`src/rtl/asfs_pkg.sv`:
```
// shared types and constants of the auger stepper feed sequencer
package asfs_pkg;

    // microsteps per eighth of a revolution
    localparam int unsigned STEPS_PER_EIGHTH = 200;

    // field widths
    localparam int unsigned CMD_W   = 2;
    localparam int unsigned QTY_W   = 8;
    localparam int unsigned EIGHT_W = 8;
    localparam int unsigned STEP_W  = 16;
    localparam int unsigned TICK_W  = 16;
    localparam int unsigned UNITS_W = 8;
    localparam int unsigned CFG_IDX_W  = 2;
    localparam int unsigned CFG_DATA_W = 16;

    // configuration register indexes
    localparam logic [CFG_IDX_W-1:0] REG_EIGHTHS_PER_UNIT   = 2'd0;
    localparam logic [CFG_IDX_W-1:0] REG_EIGHTHS_PER_BACKUP = 2'd1;
    localparam logic [CFG_IDX_W-1:0] REG_HALF_STEP_TICKS    = 2'd2;

    // configuration reset values
    localparam int unsigned EPU_RESET = 8;
    localparam int unsigned EPB_RESET = 1;
    localparam int unsigned HST_RESET = 156;

    // command codes
    typedef enum logic [CMD_W-1:0] {
        CMD_TICK      = 2'd0,
        CMD_FEED_OFF  = 2'd1,
        CMD_FEED_HOLD = 2'd2,
        CMD_END       = 2'd3
    } t_command;

    // one configuration write beat
    typedef struct packed {
        logic                  we;
        logic [CFG_IDX_W-1:0]  index;
        logic [CFG_DATA_W-1:0] data;
    } t_cfg_wr;

    // one result beat
    typedef struct packed {
        logic step_out;
        logic dir_out;
        logic motor_enable;
        logic busy_res;
        logic unit_done;
        logic rejected;
    } t_result;

endpackage

```
`src/rtl/asfs_if.sv`:
```
// handshake channels of the feed sequencer: input, configuration and result
interface asfs_in_if import asfs_pkg::*; ();
    logic             valid;
    logic             ready;
    logic [CMD_W-1:0] command;
    logic [QTY_W-1:0] quantity;

    modport source (output valid, output command, output quantity, input ready);
    modport sink   (input valid, input command, input quantity, output ready);
endinterface

interface asfs_cfg_if import asfs_pkg::*; ();
    logic                  valid;
    logic                  ready;
    logic [CFG_IDX_W-1:0]  index;
    logic [CFG_DATA_W-1:0] data;

    modport source (output valid, output index, output data, input ready);
    modport sink   (input valid, input index, input data, output ready);
endinterface

interface asfs_out_if import asfs_pkg::*; ();
    logic valid;
    logic ready;
    logic step_out;
    logic dir_out;
    logic motor_enable;
    logic busy_res;
    logic unit_done;
    logic rejected;

    modport source (output valid, output step_out, output dir_out, output motor_enable,
                    output busy_res, output unit_done, output rejected, input ready);
    modport sink   (input valid, input step_out, input dir_out, input motor_enable,
                    input busy_res, input unit_done, input rejected, output ready);
endinterface

```
`src/rtl/auger_stepper_feed_sequencer_unit.sv`:
```
// Auger stepper feed sequencer. Each input beat is one microsecond tick or a command
// (feed then disable, feed and hold enabled, end). A beat is taken every cycle while the
// input is ready: the sequencer state advances in one register stage and the beat's
// result lands in a two-entry result queue, offered in the cycle after the beat is
// accepted; the input stays ready while fewer than two results wait downstream and with
// two waiting stalls until the receiver takes one. Configuration writes are always ready
// and apply to beats accepted after the write edge; step counts are taken when each move
// starts and the half-step length is read live on every tick.
module auger_stepper_feed_sequencer_unit import asfs_pkg::*; (
    input logic         i_clk,
    input logic         i_rst_n,
    asfs_in_if.sink     i_feed,
    asfs_cfg_if.sink    i_cfg,
    asfs_out_if.source  o_res
);

    t_cfg_wr cfg_wr;
    t_result result;
    logic    in_accept;
    logic    out_take;

    t_result    r_queue [2];
    logic       r_wr_ptr;
    logic       r_rd_ptr;
    logic [1:0] r_count;
    t_result    head;

    // handshakes
    assign i_cfg.ready   = 1'b1;
    assign i_feed.ready  = (r_count != 2'd2);
    assign in_accept     = i_feed.valid && i_feed.ready;
    assign out_take      = o_res.valid && o_res.ready;

    assign cfg_wr.we    = i_cfg.valid;
    assign cfg_wr.index = i_cfg.index;
    assign cfg_wr.data  = i_cfg.data;

    asfs_seq_core u_core (
        .i_clk      (i_clk),
        .i_rst_n    (i_rst_n),
        .i_cfg      (cfg_wr),
        .i_accept   (in_accept),
        .i_command  (i_feed.command),
        .i_quantity (i_feed.quantity),
        .o_result   (result)
    );

    // result queue pointers and fill level
    always_ff @(posedge i_clk) begin
        if (!i_rst_n) begin
            r_wr_ptr <= 1'b0;
            r_rd_ptr <= 1'b0;
            r_count  <= 2'd0;
        end else begin
            if (in_accept) begin
                r_wr_ptr <= ~r_wr_ptr;
            end
            if (out_take) begin
                r_rd_ptr <= ~r_rd_ptr;
            end
            case ({in_accept, out_take})
                2'b10:   r_count <= r_count + 2'd1;
                2'b01:   r_count <= r_count - 2'd1;
                default: r_count <= r_count;
            endcase
        end
    end

    // result queue storage
    always_ff @(posedge i_clk) begin
        if (in_accept) begin
            r_queue[r_wr_ptr] <= result;
        end
    end

    // output beat
    assign head               = r_queue[r_rd_ptr];
    assign o_res.valid        = (r_count != 2'd0);
    assign o_res.step_out     = head.step_out;
    assign o_res.dir_out      = head.dir_out;
    assign o_res.motor_enable = head.motor_enable;
    assign o_res.busy_res     = head.busy_res;
    assign o_res.unit_done    = head.unit_done;
    assign o_res.rejected     = head.rejected;

endmodule

```
`src/rtl/asfs_seq_core.sv`:
```
// step sequencer state, configuration registers and per-beat next-state logic
module asfs_seq_core import asfs_pkg::*; (
    input  logic             i_clk,
    input  logic             i_rst_n,
    input  t_cfg_wr          i_cfg,
    input  logic             i_accept,
    input  logic [CMD_W-1:0] i_command,
    input  logic [QTY_W-1:0] i_quantity,
    output t_result          o_result
);

    typedef enum logic [1:0] {
        PH_IDLE = 2'd0,
        PH_BACK = 2'd1,
        PH_JIG  = 2'd2,
        PH_FEED = 2'd3
    } t_phase;

    // move positions, one past the feed move means the unit is finished
    localparam logic [2:0] MV_BACK = 3'd1;
    localparam logic [2:0] MV_JIG  = 3'd2;
    localparam logic [2:0] MV_FEED = 3'd3;

    typedef struct packed {
        t_phase              phase;
        logic [STEP_W-1:0]   steps;
        logic [UNITS_W-1:0]  units;
        logic                done;
    } t_move;

    // find the next move with a nonzero step count, retiring units on the way
    function automatic t_move f_enter(input logic [2:0]         p,
                                      input logic [UNITS_W-1:0] units,
                                      input logic [STEP_W-1:0]  bsteps,
                                      input logic [STEP_W-1:0]  fsteps);
        t_move              m;
        logic               nb;
        logic               nf;
        logic               wrap;
        logic [UNITS_W-1:0] u1;
        nb      = |bsteps;
        nf      = |fsteps;
        wrap    = 1'b0;
        u1      = units - UNITS_W'(1);
        m.phase = PH_IDLE;
        m.steps = '0;
        m.units = units;
        m.done  = 1'b0;
        case (p)
            MV_BACK, MV_JIG: begin
                if (nb) begin
                    m.phase = (p == MV_BACK) ? PH_BACK : PH_JIG;
                    m.steps = bsteps;
                end else if (nf) begin
                    m.phase = PH_FEED;
                    m.steps = fsteps;
                end else begin
                    m.done  = 1'b1;
                    m.units = '0;
                end
            end
            MV_FEED: begin
                if (nf) begin
                    m.phase = PH_FEED;
                    m.steps = fsteps;
                end else begin
                    wrap = 1'b1;
                end
            end
            default: wrap = 1'b1;
        endcase
        // unit finished: start the next one or go idle
        if (wrap) begin
            m.done  = 1'b1;
            m.units = u1;
            if (u1 != '0) begin
                if (nb) begin
                    m.phase = PH_BACK;
                    m.steps = bsteps;
                end else if (nf) begin
                    m.phase = PH_FEED;
                    m.steps = fsteps;
                end else begin
                    m.units = '0;
                end
            end
        end
        return m;
    endfunction

    // configuration, kept as step counts and a clamped half-step length
    logic [STEP_W-1:0] r_unit_steps;
    logic [STEP_W-1:0] r_backup_steps;
    logic [TICK_W-1:0] r_half_ticks;

    // sequence state
    t_phase             r_phase,       n_phase;
    logic [UNITS_W-1:0] r_units_left,  n_units_left;
    logic [STEP_W-1:0]  r_steps_left,  n_steps_left;
    logic [TICK_W-1:0]  r_tick_count,  n_tick_count;
    logic               r_step_level,  n_step_level;
    logic               r_hold_enable, n_hold_enable;
    logic               r_enable_level, n_enable_level;

    logic              busy;
    logic              do_tick;
    logic              cmd_load;
    logic              half_end;
    logic              tick_enter;
    logic [TICK_W-1:0] tick_inc;
    logic [STEP_W-1:0] step_dec;
    logic [2:0]        enter_p;
    logic [UNITS_W-1:0] enter_units;
    t_move             mv;
    logic              unit_done;
    logic              rejected;

    // decode the beat and the tick path
    always_comb begin
        busy        = (r_phase != PH_IDLE);
        tick_inc    = r_tick_count + TICK_W'(1);
        half_end    = (tick_inc >= r_half_ticks);
        step_dec    = r_steps_left - STEP_W'(1);
        do_tick     = i_accept && ((i_command == CMD_TICK) || busy);
        cmd_load    = i_accept && !busy && (i_quantity != '0)
                      && ((i_command == CMD_FEED_OFF) || (i_command == CMD_FEED_HOLD));
        tick_enter  = do_tick && busy && half_end && !r_step_level && (step_dec == '0);
        enter_p     = cmd_load ? MV_BACK : (3'({1'b0, r_phase}) + 3'd1);
        enter_units = cmd_load ? i_quantity : r_units_left;
        mv          = f_enter(enter_p, enter_units, r_backup_steps, r_unit_steps);
    end

    // next state
    always_comb begin
        n_phase        = r_phase;
        n_units_left   = r_units_left;
        n_steps_left   = r_steps_left;
        n_tick_count   = r_tick_count;
        n_step_level   = r_step_level;
        n_hold_enable  = r_hold_enable;
        n_enable_level = r_enable_level;
        rejected       = 1'b0;

        if (i_command != CMD_TICK && busy) begin
            rejected = 1'b1;
        end else if (i_command == CMD_FEED_OFF || i_command == CMD_FEED_HOLD) begin
            n_hold_enable  = (i_command == CMD_FEED_HOLD);
            n_enable_level = (i_command == CMD_FEED_HOLD) || (i_quantity != '0);
        end else if (i_command == CMD_END) begin
            n_hold_enable  = 1'b0;
            n_enable_level = 1'b0;
        end

        // half-step timing
        if (do_tick && busy) begin
            if (!half_end) begin
                n_tick_count = tick_inc;
            end else begin
                n_tick_count = '0;
                if (r_step_level) begin
                    n_step_level = 1'b0;
                end else begin
                    n_steps_left = step_dec;
                    n_step_level = (step_dec != '0);
                end
            end
        end

        // move entry after a load or at the end of a move
        if (cmd_load || tick_enter) begin
            n_phase      = mv.phase;
            n_units_left = mv.units;
            n_steps_left = mv.steps;
            n_tick_count = '0;
            n_step_level = (mv.phase != PH_IDLE);
            if (mv.phase == PH_IDLE && !n_hold_enable) begin
                n_enable_level = 1'b0;
            end
        end

        unit_done = (cmd_load || tick_enter) && mv.done;
    end

    // result of this beat
    always_comb begin
        o_result.step_out     = n_step_level;
        o_result.dir_out      = (n_phase == PH_BACK);
        o_result.motor_enable = n_enable_level;
        o_result.busy_res     = (n_phase != PH_IDLE);
        o_result.unit_done    = unit_done;
        o_result.rejected     = i_accept && rejected;
    end

    // configuration and state registers
    always_ff @(posedge i_clk) begin
        if (!i_rst_n) begin
            r_unit_steps   <= STEP_W'(EPU_RESET * STEPS_PER_EIGHTH);
            r_backup_steps <= STEP_W'(EPB_RESET * STEPS_PER_EIGHTH);
            r_half_ticks   <= TICK_W'(HST_RESET);
            r_phase        <= PH_IDLE;
            r_units_left   <= '0;
            r_steps_left   <= '0;
            r_tick_count   <= '0;
            r_step_level   <= 1'b0;
            r_hold_enable  <= 1'b0;
            r_enable_level <= 1'b0;
        end else begin
            if (i_cfg.we) begin
                case (i_cfg.index)
                    REG_EIGHTHS_PER_UNIT: begin
                        r_unit_steps <= STEP_W'(i_cfg.data[EIGHT_W-1:0]
                                                * STEP_W'(STEPS_PER_EIGHTH));
                    end
                    REG_EIGHTHS_PER_BACKUP: begin
                        r_backup_steps <= STEP_W'(i_cfg.data[EIGHT_W-1:0]
                                                  * STEP_W'(STEPS_PER_EIGHTH));
                    end
                    REG_HALF_STEP_TICKS: begin
                        // zero acts as one tick
                        r_half_ticks <= (i_cfg.data[TICK_W-1:0] == '0) ? TICK_W'(1)
                                                                       : i_cfg.data[TICK_W-1:0];
                    end
                    default: ;
                endcase
            end
            if (i_accept) begin
                r_phase        <= n_phase;
                r_units_left   <= n_units_left;
                r_steps_left   <= n_steps_left;
                r_tick_count   <= n_tick_count;
                r_step_level   <= n_step_level;
                r_hold_enable  <= n_hold_enable;
                r_enable_level <= n_enable_level;
            end
        end
    end

endmodule

```
`src/flat_wrapper.sv`:
```
// flat-port wrapper written by rule: the top's interface ports become plain ports
module auger_stepper_feed_sequencer_unit_flat import asfs_pkg::*;
  (i_clk, i_rst_n, i_feed_valid, i_feed_command, i_feed_quantity, i_feed_ready, i_cfg_valid, i_cfg_index, i_cfg_data, i_cfg_ready, o_res_valid, o_res_step_out, o_res_dir_out, o_res_motor_enable, o_res_busy_res, o_res_unit_done, o_res_rejected, o_res_ready);
  asfs_in_if i_feed_i ();
  asfs_cfg_if i_cfg_i ();
  asfs_out_if o_res_i ();
  input logic i_clk;
  input logic i_rst_n;
  input wire logic [$bits(i_feed_i.valid)-1:0] i_feed_valid;
  input wire logic [$bits(i_feed_i.command)-1:0] i_feed_command;
  input wire logic [$bits(i_feed_i.quantity)-1:0] i_feed_quantity;
  output wire logic [$bits(i_feed_i.ready)-1:0] i_feed_ready;
  input wire logic [$bits(i_cfg_i.valid)-1:0] i_cfg_valid;
  input wire logic [$bits(i_cfg_i.index)-1:0] i_cfg_index;
  input wire logic [$bits(i_cfg_i.data)-1:0] i_cfg_data;
  output wire logic [$bits(i_cfg_i.ready)-1:0] i_cfg_ready;
  output wire logic [$bits(o_res_i.valid)-1:0] o_res_valid;
  output wire logic [$bits(o_res_i.step_out)-1:0] o_res_step_out;
  output wire logic [$bits(o_res_i.dir_out)-1:0] o_res_dir_out;
  output wire logic [$bits(o_res_i.motor_enable)-1:0] o_res_motor_enable;
  output wire logic [$bits(o_res_i.busy_res)-1:0] o_res_busy_res;
  output wire logic [$bits(o_res_i.unit_done)-1:0] o_res_unit_done;
  output wire logic [$bits(o_res_i.rejected)-1:0] o_res_rejected;
  input wire logic [$bits(o_res_i.ready)-1:0] o_res_ready;
  assign i_feed_i.valid = i_feed_valid;
  assign i_feed_i.command = i_feed_command;
  assign i_feed_i.quantity = i_feed_quantity;
  assign i_feed_ready = i_feed_i.ready;
  assign i_cfg_i.valid = i_cfg_valid;
  assign i_cfg_i.index = i_cfg_index;
  assign i_cfg_i.data = i_cfg_data;
  assign i_cfg_ready = i_cfg_i.ready;
  assign o_res_valid = o_res_i.valid;
  assign o_res_step_out = o_res_i.step_out;
  assign o_res_dir_out = o_res_i.dir_out;
  assign o_res_motor_enable = o_res_i.motor_enable;
  assign o_res_busy_res = o_res_i.busy_res;
  assign o_res_unit_done = o_res_i.unit_done;
  assign o_res_rejected = o_res_i.rejected;
  assign o_res_i.ready = o_res_ready;
  auger_stepper_feed_sequencer_unit u_core (.i_clk(i_clk), .i_rst_n(i_rst_n), .i_feed(i_feed_i), .i_cfg(i_cfg_i), .o_res(o_res_i));
endmodule
```
`config.mk`:
```
export PLATFORM = sky130hd
export DESIGN_NAME = auger_stepper_feed_sequencer_unit_flat
export DESIGN_NICKNAME = d
export VERILOG_FILES = /design/src/rtl/asfs_pkg.sv /design/src/rtl/asfs_if.sv /design/src/rtl/auger_stepper_feed_sequencer_unit.sv /design/src/rtl/asfs_seq_core.sv /design/src/flat_wrapper.sv
export SDC_FILE = /design/constraint.sdc
export NUM_CORES = 1
export LEC_CHECK = 0
export BUFFER_PORTS_ARGS = -buffer_cell sky130_fd_sc_hd__buf_2
export CAP_MARGIN = 20
export CORE_UTILIZATION = 65
export DETAILED_ROUTE_END_ITERATION = 7
export MAX_ROUTING_LAYER = met4
export PLACE_DENSITY = 0.86
export SLEW_MARGIN = 10
export SYNTH_ARGS = -nofsm -noshare
export SYNTH_HDL_FRONTEND = slang
export SYNTH_SLANG_ARGS = --single-unit
```
`constraint.sdc`:
```
create_clock -name i_clk -period 10.3 [get_ports i_clk]
set_clock_uncertainty 0.05 [all_clocks]
set_input_delay 1.03 -clock i_clk [delete_from_list [all_inputs] [get_ports i_clk]]
set_output_delay 1.03 -clock i_clk [all_outputs]
set_load 0.01 [all_outputs]
```
Word-level counts from Yosys, hierarchy flattened
Memories as Yosys holds them, arrays and structs flattened. A register that Yosys moved wholly into a read port is not among the register bits.
Cells that the tools add are included.
{"block": "op_classes", "add_sub_neg": 6, "n_mul": 1, "n_lt_le_gt_ge": 1, "eq_ne": 13, "n_mux": 44, "bitwise": 2, "reduce_logical": 46}
{"cell": "$mux 16", "count": 8}
{"cell": "$mux 18", "count": 4}
{"cell": "$pmux 18 s2", "count": 1}
{"cell": "$logic_not 16->1", "count": 2}
{"cell": "$mux 27", "count": 1}
{"cell": "$mux 9", "count": 3}
{"cell": "$mux 26", "count": 1}
{"cell": "$reduce_or 13->1", "count": 2}
{"cell": "$mux 8", "count": 3}
{"cell": "$mux 1", "count": 18}
{"cell": "$add 16x1->16 const B", "count": 1}
{"cell": "$ge 16x16->1", "count": 1}
{"cell": "$reduce_bool 16->1", "count": 1}
{"cell": "$reduce_bool 2->1", "count": 8}
{"cell": "$reduce_bool 8->1", "count": 2}
{"cell": "$sub 16x1->16 const B", "count": 1}
{"cell": "$logic_and 1x1->1", "count": 14}
{"cell": "$mul 8x5->13 const B", "count": 1}
{"cell": "$reduce_and 2->1", "count": 5}
{"cell": "$eq 2x1->1 const B", "count": 4}
{"cell": "$eq 2x2->1 const B", "count": 4}
{"cell": "$sub 8x1->8 const B", "count": 1}
{"cell": "$eq 3x2->1 const B", "count": 2}
{"cell": "$logic_not 2->1", "count": 3}
{"cell": "other kinds (15)", "count": 22}
{"block": "totals", "register_bits": 91, "ramBits": 12, "memories": 1}
{"memory": "u_core.r_queue", "words": 2, "word_bits": 6, "rd": 1, "rd_ports_with_merged_regs": 1, "write_ports": 1, "line": "auger_stepper_feed_sequencer_unit.sv:22", "rtl": "t_result r_queue [2];"}

Longest topological paths before layout
{"block": "logic_depth", "word_depth": 18, "ltp_mapped": 18, "mapped_depth_nobuf": 15}

Cells and area by module
Synthesis repeated with hierarchy kept, for this count alone.
{"block": "unflattened", "hier_cells": 862, "area_unflattened_um2": 7024.2}
{"module": "asfs_seq_core", "n_inst": 1, "cells_per_inst": 815, "area_each_um2": 6351.1, "seq_area_each_um2": 1741.7}
{"module": "auger_stepper_feed_sequencer_unit", "n_inst": 1, "cells_per_inst": 47, "area_each_um2": 673.1, "seq_area_each_um2": 460.4}

Worst setup path after synthesis
OpenSTA, ideal clock, no wires.
{"block": "synth_timing", "path_type": "input to register", "startpoint": "input i_feed_command[0]", "endpoint": "register u_core.u_core.r_steps_left[10]", "setup_time_ns": 0.122, "t_arrival_ns": 4.227, "required_time_ns": 10.128, "setup_slack_ns": 5.902, "path_stages": 15, "path_buffers": 2, "path_cell_list": "inv_1 -> ha_1 -> and4_1 -> and2_1 -> buf_2 -> mux2i_1 -> ha_1 -> clkbuf_1 -> and4b_1 -> xnor2_1 -> o2111a_1 -> o21a_1 -> o21ai_2 -> nor2b_2 -> a221o_1"}
{"block": "synth_via", "elab_chain_cells": 12, "word_cells_on_any_way": 31, "classes_between": "add/sub (1); eq/ne (6); mux (9); reduce/logical (15)"}
{"element": "start: declaration", "line": "flat_wrapper.sv:10", "rtl": "input wire logic [$bits(i_feed_i.command)-1:0] i_feed_command;"}
{"element": "branches (longest 12 deep; another with $sub 8x1->8)"}
{"element": "end signal: assignment", "line": "asfs_seq_core.sv:229", "rtl": "r_steps_left <= n_steps_left;"}
{"element": "end: declaration", "line": "asfs_seq_core.sv:99", "rtl": "logic [STEP_W-1:0] r_steps_left, n_steps_left;"}
Several ways; the timed one is not identified.
A chain may end at the register's enable or synchronous reset.

Worst setup path after layout
{"block": "layout_timing", "startpoint": "input i_feed_command[1]", "endpoint": "register u_core.u_core.r_steps_left[5]"}
The elaborated chain is that of the path after synthesis.

==> results.md <==
- Post-CTS sizing: 0
- RSZ-0062 raised after global routing: false
- H-tree depth: 3
- Post-route setup slack: 5.42 ns
- Initial antenna violation count: 0
- Vias in the first global route: 5,472
- Simple-gate share of the synthesized area: 23.7%
- I/O pin cnt: 42
- Register-to-register path setup slack: 5.62 ns
- Seq cells post-synth: 104
- First-pass GRT wire length: 25.2 mm
- CP cell instances: buf_2 > inv_1 > ha_1 > and4_1 > and2_1 > mux2i_1 > ha_1 > and4b_1 > xnor2_1 > o2111a_1 > o21a_1 > a31oi_2 > nor2b_1 > a221o_1
- Cell count after synthesis: 805
- Largest stage delay, worst path: 0.75 ns
- Startpoint types: primary input
- Run status: complete, no violations
- DP HPWL: 11.2 mm
- Hold Path Origin: u_core.u_core.r_half_ticks[11]
- Final setup vio count: 0
- CP Data Required Time: 10.52 ns
- VDD IR-drop max: 0.0000978 V
- Adder-cell area share of the yosys netlist: 11.7%
- Die height: 103 um
- CP dominant cell by count: ha_1
- PwrDens: 158 nW/um^2
- Largest net degree at the start of global routing: 59
- CP max-delay cell: and2_1
- CP delay by family, top: simple AND/OR/NAND/NOR gates
- Worst Hold Slack: 0.417 ns
- Crit share post-route: 47.3%
- Hold-fix buffers, CTS: 0
- Final slew viol count: 0
- Worst Hold Endpoint: u_core.u_core.r_half_ticks[11]
- CTS Buffer Depth: 2
- CP Depth: 14
- Row Count: 36
- Dpl cell area: 6830 sq um
- Core area: 9820 sq um
- Async SR Flop Fraction: 0%
- Clk slew on worst S/H paths: 0.09 ns
- DRT antenna net count: 0
- Final wirelength: 15.2 mm
- Syn Area/Cell: 8.22 sq um
- Fraction of layout cells with a size suffix above 1: 10.7%
- Die width: 103 um
- Tot GR Track Use: 31.2%
- Worst skew pair latency: 0.38 ns
- Gpl congestion: 0.904
- Syn Std Cell Area: 6620 sq um
- Worst Hold Depth: 2
- Overflow after GRT: 0
- Syn nets: 898
- Initial core utilization: 67.4%
- CTS root buf: clkbuf_8
- Post-CTS Setup Bufs: 0
- EDFF count, synth: 12
- Final hold vios: 0
- Crit path kind: in -> reg
- Design area: 7030 sq um
- HP Class: reg -> reg
- Placed Cells: 942
- Clock Sinks: 104
- Tot Pwr: 1.11 mW
- R2r endpoint: u_core.u_core.r_steps_left[5]
- Die area: 10,600 sq um
- Residual DRC: 0
- DR vias: 5,936
- XOR/XNOR share of the synthesized area: 5.30%
- Distinct cells, synth: 79
- Vias/cell: 6.20
- Layout area overhead: 6.26%
- CP arrival: 5.10 ns
- Prevailing post-synth register cell: dfxtp_1
- Yosys warns: 0
- Sequential share of the synthesized area: 33.3%
- CTS tree: built
- Dpl ws: 5.07 ns
- Area fraction in compound gates after synthesis: 19.7%
- CTS buffer count: 9
- Max Fclk: 205 MHz
- CP Max Fanout: 22
- Largest family of logic cells by synthesized area: simple AND/OR/NAND/NOR gates
- Worst r2r path cells: 12
- WP buf/inv: 2
- Slew headroom: 35.4%
- Drt pass-1 iters: 5
- Setup TNS: 0 ns
- Diode count: 0
- Mux cell area share after synthesis: 1.32%
- Reg-to-reg startpoint: u_core.u_core.r_phase[1]
- # nets final: 913
- PortBufs: 40
- Worst-Margin Slew: 0.967 ns
- CP endpoint kind: flop
- Leakage: 2.85 nW
- Layout Cells excl Fill: 958
- DRT iter0 DRCs: 318
- End-of-flow core utilization: 71.6%
- Final Critical Period: 4.88 ns
- Max-cap violations: 0
- Avg WL per Cell: 15.9 um
worst max path at each step:
stage,startpoint,endpoint
floorplan,i_feed_command[0],u_core.u_core.r_steps_left[10]
global placement,i_feed_command[0],u_core.u_core.r_steps_left[5]
detailed placement,i_feed_command[1],u_core.u_core.r_steps_left[14]
CTS,i_feed_command[1],u_core.u_core.r_steps_left[14]
global route,i_feed_command[1],u_core.u_core.r_steps_left[14]
finish,i_feed_command[1],u_core.u_core.r_steps_left[5]
metal layers:
layer | routed length (um) | up-vias | global-route usage, %
li1 | - | 2912 | -
met1 | 6760 | 2794 | 38.8
met2 | 7320 | 198 | 50.4
met3 | 816 | 32 | 5.42
met4 | 328 | 0 | 12.7
met5 | 0 | - | -
placed cells by master (no fill, tap or decap), drive strengths merged, types with 7 or more instances in the layout:
master	Yosys	routed
a21oi	68	68
a221o	9	9
a221oi	8	8
a22oi	8	8
a31oi	7	7
and3	11	11
buf	11	42
clkbuf	27	12
dfxtp	92	92
edfxtp	12	12
ha	57	57
inv	41	43
nand2	106	106
nand3	27	27
nand3b	14	14
nor2	73	73
nor2b	10	10
nor3	18	18
nor4	12	12
o211ai	9	9
o21ai	44	44
or3	7	7
xnor2	25	25
xor2	15	15
state kept, by name, summed over array words and instances, names as in the netlist, named ones only:
name and flops:
u_core.u_core.r_unit_steps 13, u_core.u_core.r_half_ticks 16, u_core.u_core.r_step_level 1, u_core.u_core.r_tick_count 16, u_core.u_core.r_phase 2, u_core.r_wr_ptr 1, u_core.r_queue 12, u_core.u_core.r_backup_steps 13
u_core.r_count 2, u_core.u_core.r_hold_enable 1, u_core.u_core.r_steps_left 16, u_core.u_core.r_units_left 8, u_core.u_core.r_enable_level 1, u_core.r_rd_ptr 1
synthesized netlist by cell type (all sizes together), types with 3 or more instances:
master / number / area share [%]
a2111oi: 4 / 0.72
a211oi: 6 / 0.76
a21o: 4 / 0.57
a21oi: 68 / 5.3
a221o: 9 / 1.4
a221oi: 8 / 1.1
a22oi: 8 / 0.91
a31oi: 7 / 0.76
a32o: 4 / 0.61
and2: 6 / 0.57
and3: 11 / 1.0
and3b: 3 / 0.40
and4: 3 / 0.43
buf: 11 / 1.1
clkbuf: 27 / 1.5
dfxtp: 92 / 28
edfxtp: 12 / 5.4
fa: 3 / 0.91
ha: 57 / 11
inv: 41 / 2.3
mux2: 6 / 1.0
nand2: 106 / 6.2
nand2b: 5 / 0.47
nand3: 27 / 2.0
nand3b: 14 / 1.6
nand4: 6 / 0.57
nor2: 73 / 4.2
nor2b: 10 / 1.0
nor3: 18 / 1.4
nor3b: 3 / 0.34
nor4: 12 / 1.2
o211ai: 9 / 1.0
o21a: 5 / 0.57
o21ai: 44 / 3.4
or2: 5 / 0.47
or3: 7 / 0.66
xnor2: 25 / 3.3
xor2: 15 / 2.0
power breakdown:
group          internal, mW  switching [mW]
sequential            0.454          0.0377
clock                 0.126           0.138
combinational         0.147           0.205
total                 0.728           0.381
logic make-up after synthesis:
family	after synthesis
DFF	104
xor gates and xnor gates	40
and+or+nand+nor	316
buffers and inverters	80
muxes	8
other	1
adders and majority gates	60
AOI/OAI and AO/OA	196
worst reg2reg max path: stages, from the launching register on:
cell and delay (ns):
dfxtp_1 0.43, nor2_1 0.43, and4_1 0.39, and2_1 0.75, mux2i_1 0.45, ha_1 0.38
and4b_1 0.27, xnor2_1 0.12, o2111a_1 0.21, o21a_1 0.29, a31oi_2 0.25, nor2b_1 0.25
a221o_1 0.30
area by class of cell:
class / count / area [sq um]
multi-input cells: 621 / 4080
fillers: 789 / 2790
flip-flops and latches: 104 / 2200
repair buffers: 42 / 215
well taps: 133 / 166
inverters: 42 / 158
clock buffers: 12 / 155
clock inverters: 4 / 50.0
Note: power is estimated with default switching activity, not from simulation.
